===== src/design/gpu_register_window_vblank_pacer_top_defines.svh =====
// Assertion macros used by the register window datapath.
`ifndef GPU_REGISTER_WINDOW_VBLANK_PACER_TOP_DEFINES_SVH
`define GPU_REGISTER_WINDOW_VBLANK_PACER_TOP_DEFINES_SVH

`ifndef SYNTHESIS
`define GRVP_ASSERT(lbl, clk, rst, prop) \
  lbl: assert property (@(posedge clk) disable iff (rst) (prop)) \
    else $error("grvp assertion failed");
`define GRVP_ASSERT_NR(lbl, clk, prop) \
  lbl: assert property (@(posedge clk) (prop)) \
    else $error("grvp assertion failed");
`else
`define GRVP_ASSERT(lbl, clk, rst, prop)
`define GRVP_ASSERT_NR(lbl, clk, prop)
`endif

`endif


===== src/design/grvp_pkg.sv =====
// Shared types, codes and constants of the register window and vblank pacer.
package grvp_pkg;

  localparam int IN_W   = 120;
  localparam int OUT_W  = 168;
  localparam int USER_W = 2;
  localparam int IDXW   = 14;

  typedef enum logic [1:0] {
    ACT_READ   = 2'd0,
    ACT_WRITE  = 2'd1,
    ACT_SAMPLE = 2'd2,
    ACT_NONE   = 2'd3
  } action_t;

  localparam logic [1:0] CFG_WIDTH    = 2'd0;
  localparam logic [1:0] CFG_HEIGHT   = 2'd1;
  localparam logic [1:0] CFG_INTERVAL = 2'd2;

  localparam logic [IDXW-1:0] IDX_EDRAM_TIMING = 14'h0F00;
  localparam logic [IDXW-1:0] IDX_BC_CONTROL   = 14'h0F01;
  localparam logic [IDXW-1:0] IDX_FLIP_BASE    = 14'h1844;
  localparam logic [IDXW-1:0] IDX_RING_WPTR    = 14'h01C5;
  localparam logic [IDXW-1:0] IDX_SCANLINE     = 14'h194C;
  localparam logic [IDXW-1:0] IDX_INT_STATUS   = 14'h1951;
  localparam logic [IDXW-1:0] IDX_VIEWPORT     = 14'h1961;

  localparam logic [31:0] VAL_EDRAM_TIMING = 32'h0810_0748;
  localparam logic [31:0] VAL_BC_CONTROL   = 32'h0000_200E;
  localparam logic [15:0] DIM_LIMIT        = 16'h0FFF;

  typedef struct packed {
    logic clr_en;
    logic load;
    logic exec;
    logic div_step;
    logic commit;
  } ctrl_cmd_t;

  typedef struct packed {
    logic    clr_last;
    logic    div_last;
    logic    out_free;
    action_t action;
  } dp_status_t;

  function automatic logic [11:0] sat_dim(input logic [15:0] v);
    return (v > DIM_LIMIT) ? DIM_LIMIT[11:0] : v[11:0];
  endfunction

endpackage


===== src/design/grvp_controller.sv =====
// Controller: sequences the clearing pass, item execution, division and commit.
module grvp_controller (
  input  logic                  clk,
  input  logic                  rst,
  input  logic                  s_tvalid,
  output logic                  s_tready,
  output grvp_pkg::ctrl_cmd_t   cmd,
  input  grvp_pkg::dp_status_t  sts
);
  import grvp_pkg::*;

  typedef enum logic [4:0] {
    ST_CLEAR  = 5'b00001,
    ST_IDLE   = 5'b00010,
    ST_EXEC   = 5'b00100,
    ST_DIV    = 5'b01000,
    ST_FINISH = 5'b10000
  } state_t;

  state_t state, state_next;

  always_ff @(posedge clk) begin
    if (rst) begin
      state <= ST_CLEAR;
    end else begin
      state <= state_next;
    end
  end

  always_comb begin
    state_next = state;
    cmd        = '0;
    s_tready   = 1'b0;
    unique case (state)
      ST_CLEAR: begin
        cmd.clr_en = 1'b1;
        if (sts.clr_last) begin
          state_next = ST_IDLE;
        end
      end
      ST_IDLE: begin
        s_tready = 1'b1;
        if (s_tvalid) begin
          cmd.load   = 1'b1;
          state_next = ST_EXEC;
        end
      end
      ST_EXEC: begin
        cmd.exec   = 1'b1;
        state_next = (sts.action == ACT_SAMPLE) ? ST_DIV : ST_FINISH;
      end
      ST_DIV: begin
        cmd.div_step = 1'b1;
        if (sts.div_last) begin
          state_next = ST_FINISH;
        end
      end
      ST_FINISH: begin
        if (sts.out_free) begin
          cmd.commit = 1'b1;
          state_next = ST_IDLE;
        end
      end
      default: begin
        state_next = ST_CLEAR;
      end
    endcase
  end

endmodule


===== config.mk =====
export PLATFORM = sky130hd
export DESIGN_NAME = grvp_controller
export DESIGN_NICKNAME = d
export VERILOG_FILES = /design/src/design/gpu_register_window_vblank_pacer_top_defines.svh /design/src/design/grvp_pkg.sv /design/src/design/grvp_controller.sv
export SDC_FILE = /design/constraint.sdc
export NUM_CORES = 1
export LEC_CHECK = 0
export BUFFER_PORTS_ARGS = -buffer_cell sky130_fd_sc_hd__buf_4
export CORE_AREA = 2 2 39 41
export CTS_BUF_LIST = sky130_fd_sc_hd__clkbuf_16
export DETAILED_ROUTE_END_ITERATION = 7
export DIE_AREA = 0 0 41 43
export PLACE_DENSITY = 0.62
export SYNTH_ARGS = -nofsm -noshare
export SYNTH_HDL_FRONTEND = slang
export SYNTH_SLANG_ARGS = --single-unit

===== constraint.sdc =====
create_clock -name clk -period 1.6 [get_ports clk]
set_input_delay 0.24 -clock clk [delete_from_list [all_inputs] [get_ports clk]]
set_output_delay 0.24 -clock clk [all_outputs]
set_load 0.03 [all_outputs]

# Word level (Yosys, flattened, before mapping)
# Index checks and enable logic that the tools add are counted.
# totals
inputBits	8
reg_bits	5
wordCells	26
# classes
n_reduce_logical	1
n_mux	14
n_eq_ne	10
# ops
op	n
5-bit two-way mux	5
5-bit one-hot mux with 5 select lines	1
1-bit two-way mux	8
2-bit inequality test, second input constant	4
5-bit by 1-bit equality test with 1-bit output, second input constant	1
5-bit by 2-bit equality test with 1-bit output, second input constant	1
5-bit by 3-bit equality test with 1-bit output, second input constant	1
5-bit by 4-bit equality test with 1-bit output, second input constant	1
5-bit equality test, second input constant	1
4-bit AND reduction	1
2-bit equality test, second input constant	1

# Depth between registers and ports, before layout
# depth
ltp_word	3
mapped_depth	6
ltp_nobuf	5

# Worst setup path before layout
# OpenSTA, ideal clock, no wires.
# synth_path
path_type	register to output
startpoint	register state[0]
endpoint	output port cmd[3] in the netlist's numbering
path_buffers	1
setup_slack_ps	-240
arrival_time_ps	1600
path_stages_with_launch	6
path_cell_list	dfxtp_1 buf_6 or3_4 or3b_4 clkinv_2 and2_1
# synth_lines
element	line	text
from (decl)	grvp_controller.sv:20	state_t state, state_next;
from (signal assigned)	grvp_controller.sv:26	state <= state_next;
to (decl)	grvp_controller.sv:7	output grvp_pkg::ctrl_cmd_t cmd,

==> summary.json <==
{
  "run_status": {"value": "complete, but fails checks"},
  "synth_ff_type": {"value": "sky130_fd_sc_hd__dfxtp_1"},
  "proportion_of_power_drawn_by_the_clock_network": {"value": 44.4, "unit": "%"},
  "power.density": {"value": 1290, "unit": "mW/mm^2"},
  "layout_worst_path_cycle_share": {"value": 118, "unit": "%"},
  "power.net_switching": {"value": 0.245, "unit": "mW"},
  "num-nets-final": {"value": 82},
  "final-max-slew-violation-count": {"value": 0},
  "reg2reg_setup_slack": {"value": -180, "unit": "ps"},
  "slew_hr": {"value": 83.2, "unit": "%"},
  "grt-ovfl-total": {"value": 0},
  "cap_viol_max_count": {"value": 0},
  "yosysSeqAreaShare": {"value": 29.3, "unit": "%"},
  "power.static_leakage": {"value": 0.314, "unit": "nW"},
  "violations": {"value": "negative setup slack"},
  "peak_freq": {"value": 0.531, "unit": "GHz"},
  "max-clock-path-buffers": {"value": 2},
  "ys_warn_count": {"value": 0},
  "netlist-cell-type-count": {"value": 24},
  "buffer_ports.inserted": {"value": 13},
  "reg_top3": {"value": "state (5)"},
  "mappedNetlistNets": {"value": 49},
  "die-area": {"value": 0.00176, "unit": "sq mm"},
  "initial_utilization": {"value": 24.7, "unit": "%"},
  "critPathLaunchType": {"value": "flop"},
  "worstPathCellList": {"value": "or3_4 > or3b_4 > clkinv_4 > and2_4 > buf_6"},
  "crit_path_top_delay_cell": {"value": "sky130_fd_sc_hd__or3b_4"},
  "synth_area_per_cell": {"value": 8.33, "unit": "sq um"},
  "grt_setup_unrepaired": {"value": "true"},
  "area.growth.synth_to_final": {"value": 107, "unit": "%"},
  "synth_edf_count": {"value": 0},
  "finalHoldViolCount": {"value": 0},
  "final.setup.worst_slack": {"value": -284, "unit": "ps"},
  "power.combinational.fraction": {"value": 37.8, "unit": "%"},
  "place_hpwl": {"value": 747, "unit": "microns"},
  "synthDominantAreaCellType": {"value": "sky130_fd_sc_hd__dfxtp_1"},
  "drc": {"value": 0},
  "detailedRoute.firstPassIterationCount": {"value": 3},
  "via_count_of_the_first_global_routing_pass": {"value": 430},
  "die_x": {"value": 41, "unit": "microns"},
  "ffs_latches_synth": {"value": 5},
  "pin_count": {"value": 14},
  "switching_portion_of_total_power": {"value": 27.0, "unit": "%"},
  "mappedNetlistArea": {"value": 342, "unit": "sq um"},
  "critical_path.endpoint_type": {"value": "primary output"},
  "post_synth_inst_count": {"value": 41},
  "detailroute.via_count": {"value": 417},
  "final.setup.tns": {"value": -1220, "unit": "ps"},
  "most_frequently_used_cell_type_in_the_post_synthesis_netlist": {"value": "sky130_fd_sc_hd__nor2_1"},
  "synth_top_cells_by_area": {"value": "sky130_fd_sc_hd__dfxtp_1, sky130_fd_sc_hd__nor2_1, sky130_fd_sc_hd__nand2b_1"},
  "gp_congestion": {"value": 0.765},
  "classification_of_the_worst_setup_path": {"value": "flop to primary output"},
  "worst_setup_hold_path_clk_slew": {"value": 30, "unit": "ps"},
  "placed_cells": {"value": 80},
  "h_tree_levels": {"value": 1},
  "setup_viol": {"value": 8},
  "class_of_the_tightest_hold_or_removal_check": {"value": "primary input to flop"},
  "worst_clock_skew": {"value": 1.84, "unit": "ps"},
  "largest_register_ff_count": {"value": 5},
  "holdBufCountCts": {"value": 0},
  "fp.dieH": {"value": 43, "unit": "microns"},
  "post-synth-top-area-fraction": {"value": 29.3, "unit": "%"},
  "clock_tree.root_cell": {"value": "sky130_fd_sc_hd__clkbuf_16"},
  "fp-row-count": {"value": 14},
  "ant_nets": {"value": 0},
  "critical-path-max-stage-delay": {"value": 410, "unit": "ps"},
  "grt_start_max_net_pins": {"value": 7},
  "routed_wire_length_per_instance": {"value": 11.7, "unit": "microns"},
  "fp.coreArea": {"value": 0.00138, "unit": "sq mm"},
  "n_antenna_cell": {"value": 0},
  "critPathArrivalTime": {"value": 1640, "unit": "ps"},
  "path_max_fanout": {"value": 3},
  "grt_antenna_before_repair": {"value": 0},
  "worst_skew_pair.late_latency": {"value": 230, "unit": "ps"},
  "wire_length_of_the_first_global_routing_pass": {"value": 1.76, "unit": "mm"},
  "route.detailed.vias_per_inst": {"value": 4.69},
  "fraction_of_layout_instances_using_a_drive_strength_above_1": {"value": 58.9, "unit": "%"},
  "grt_usage": {"value": 15.3, "unit": "%"},
  "final_cell_count_no_fill": {"value": 89},
  "max-vdd-ir-drop": {"value": 930, "unit": "uV"},
  "cts.sink_count": {"value": 5},
  "synth_async_sr_flop_share": {"value": 0, "unit": "%"},
  "drt-initial-drc-count": {"value": 3},
  "worstMarginPinSlew": {"value": 250, "unit": "ps"},
  "cp.required": {"value": 1360, "unit": "ps"},
  "clock_tree_from_tritoncts": {"value": "built"},
  "regMostFlops": {"value": "state"},
  "ys_top_cells_by_count": {"value": "sky130_fd_sc_hd__nor2_1, sky130_fd_sc_hd__dfxtp_1, sky130_fd_sc_hd__nand2b_1, sky130_fd_sc_hd__or3_1"},
  "cts-buffers-inserted": {"value": 3},
  "period_minus_slack": {"value": 1880, "unit": "ps"},
  "reg_power_share": {"value": 17.8, "unit": "%"},
  "total_detailed_routing_wirelength": {"value": 1.04, "unit": "mm"},
  "internal_power": {"value": 0.663, "unit": "mW"}
}
-- critical path: cells and delay by family, from the launching register on --
family        cells  cell delay (ps)
simple gates      3              920
flops             1              310
buf+inv           2              180
-- logic make-up (layout without fill, tap and decap cells) --
logic type | Yosys count | after routing | synth area share [%]
xor gates and xnor gates | 2 | 2 | 5.13
and+or+nand+nor | 25 | 25 | 44.3
buffers and inverters | 2 | 34 | 4.76
DFF | 5 | 5 | 29.3
AOI/OAI and AO/OA | 7 | 7 | 16.5
-- path summary, 6_finish.rpt --
path                                from        to  cells past startpoint
worst max-delay path            state[3]    cmd[3]                      5
worst max register to register  state[3]  state[1]                      6
worst min register to register  state[1]  state[3]                      2
worst min-delay path                 rst  state[3]                      2
-- through the flow --
step / hold WS (ps) / area, sq um / worst slack [ps] / utilization [%] / total power [mW]
after floorplan: 309 / 352 / -137 / - / 0.332
after global placement: 438 / 541 / -55.4 / 39.1 / 0.438
after detailed placement: 442 / 541 / -88.6 / 39.1 / 0.440
after CTS: 200 / 682 / -291 / 49.3 / 0.894
after global routing: 201 / 706 / -308 / 51.0 / 0.950
final: 199 / 706 / -284 / 51.0 / 0.908
-- cell type report --
class                   count  area, sq um
repair buffers             29          236
well taps                  16         20.0
flip-flops and latches      5          103
fillers                   128          678
clock buffers               3         75.1
multi-input cells          34          259
inverters                   1         8.76
clock inverters             1         3.75
-- repair_timing --
item                                    CTS  global route
resized for setup                        11             2
endpoints found under the setup margin    7             9
buffers inserted                          3             2
pin swaps                                 6             2
-- placed cells by master (no fill, tap or decap) --
| cell type | count |
|---|---|
| sky130_fd_sc_hd__a211o_1 | 1 |
| sky130_fd_sc_hd__a211oi_2 | 1 |
| sky130_fd_sc_hd__a21oi_1 | 2 |
| sky130_fd_sc_hd__and2_4 | 2 |
| sky130_fd_sc_hd__and3_1 | 1 |
| sky130_fd_sc_hd__buf_4 | 24 |
| sky130_fd_sc_hd__buf_6 | 5 |
| sky130_fd_sc_hd__clkbuf_16 | 3 |
| sky130_fd_sc_hd__clkinv_4 | 1 |
| sky130_fd_sc_hd__dfxtp_1 | 3 |
| sky130_fd_sc_hd__dfxtp_2 | 2 |
| sky130_fd_sc_hd__inv_1 | 1 |
| sky130_fd_sc_hd__nand2_1 | 2 |
| sky130_fd_sc_hd__nand2b_1 | 3 |
| sky130_fd_sc_hd__nand3b_1 | 1 |
| sky130_fd_sc_hd__nand4b_1 | 1 |
| sky130_fd_sc_hd__nor2_1 | 5 |
| sky130_fd_sc_hd__nor2_4 | 1 |
| sky130_fd_sc_hd__nor3_1 | 2 |
| sky130_fd_sc_hd__o2111ai_4 | 1 |
| sky130_fd_sc_hd__o21ai_0 | 1 |
| sky130_fd_sc_hd__o32a_1 | 1 |
| sky130_fd_sc_hd__or3_1 | 2 |
| sky130_fd_sc_hd__or3_4 | 2 |
| sky130_fd_sc_hd__or3b_1 | 1 |
| sky130_fd_sc_hd__or3b_4 | 1 |
| sky130_fd_sc_hd__or4_1 | 1 |
| sky130_fd_sc_hd__xnor2_1 | 1 |
| sky130_fd_sc_hd__xor2_1 | 1 |
-- power by group through the flow --
stage / Combinational, mW / Clock, mW / Sequential (mW)
finish: 0.343 / 0.403 / 0.161
global route: 0.369 / 0.419 / 0.163
CTS: 0.323 / 0.411 / 0.160
detailed placement: 0.280 / 0 / 0.159
global placement: 0.278 / 0 / 0.160
floorplan: 0.177 / 0 / 0.154
-- metal layers --
metal / GRT usage, % / vias up / routed length (microns)
met5: 0 / - / 0
met4: 10.0 / 0 / 22
met3: 4.71 / 2 / 31
met2: 23.4 / 9 / 551
met1: 17.2 / 191 / 433
li1: - / 215 / -
Power figures use the tool's default switching activity.
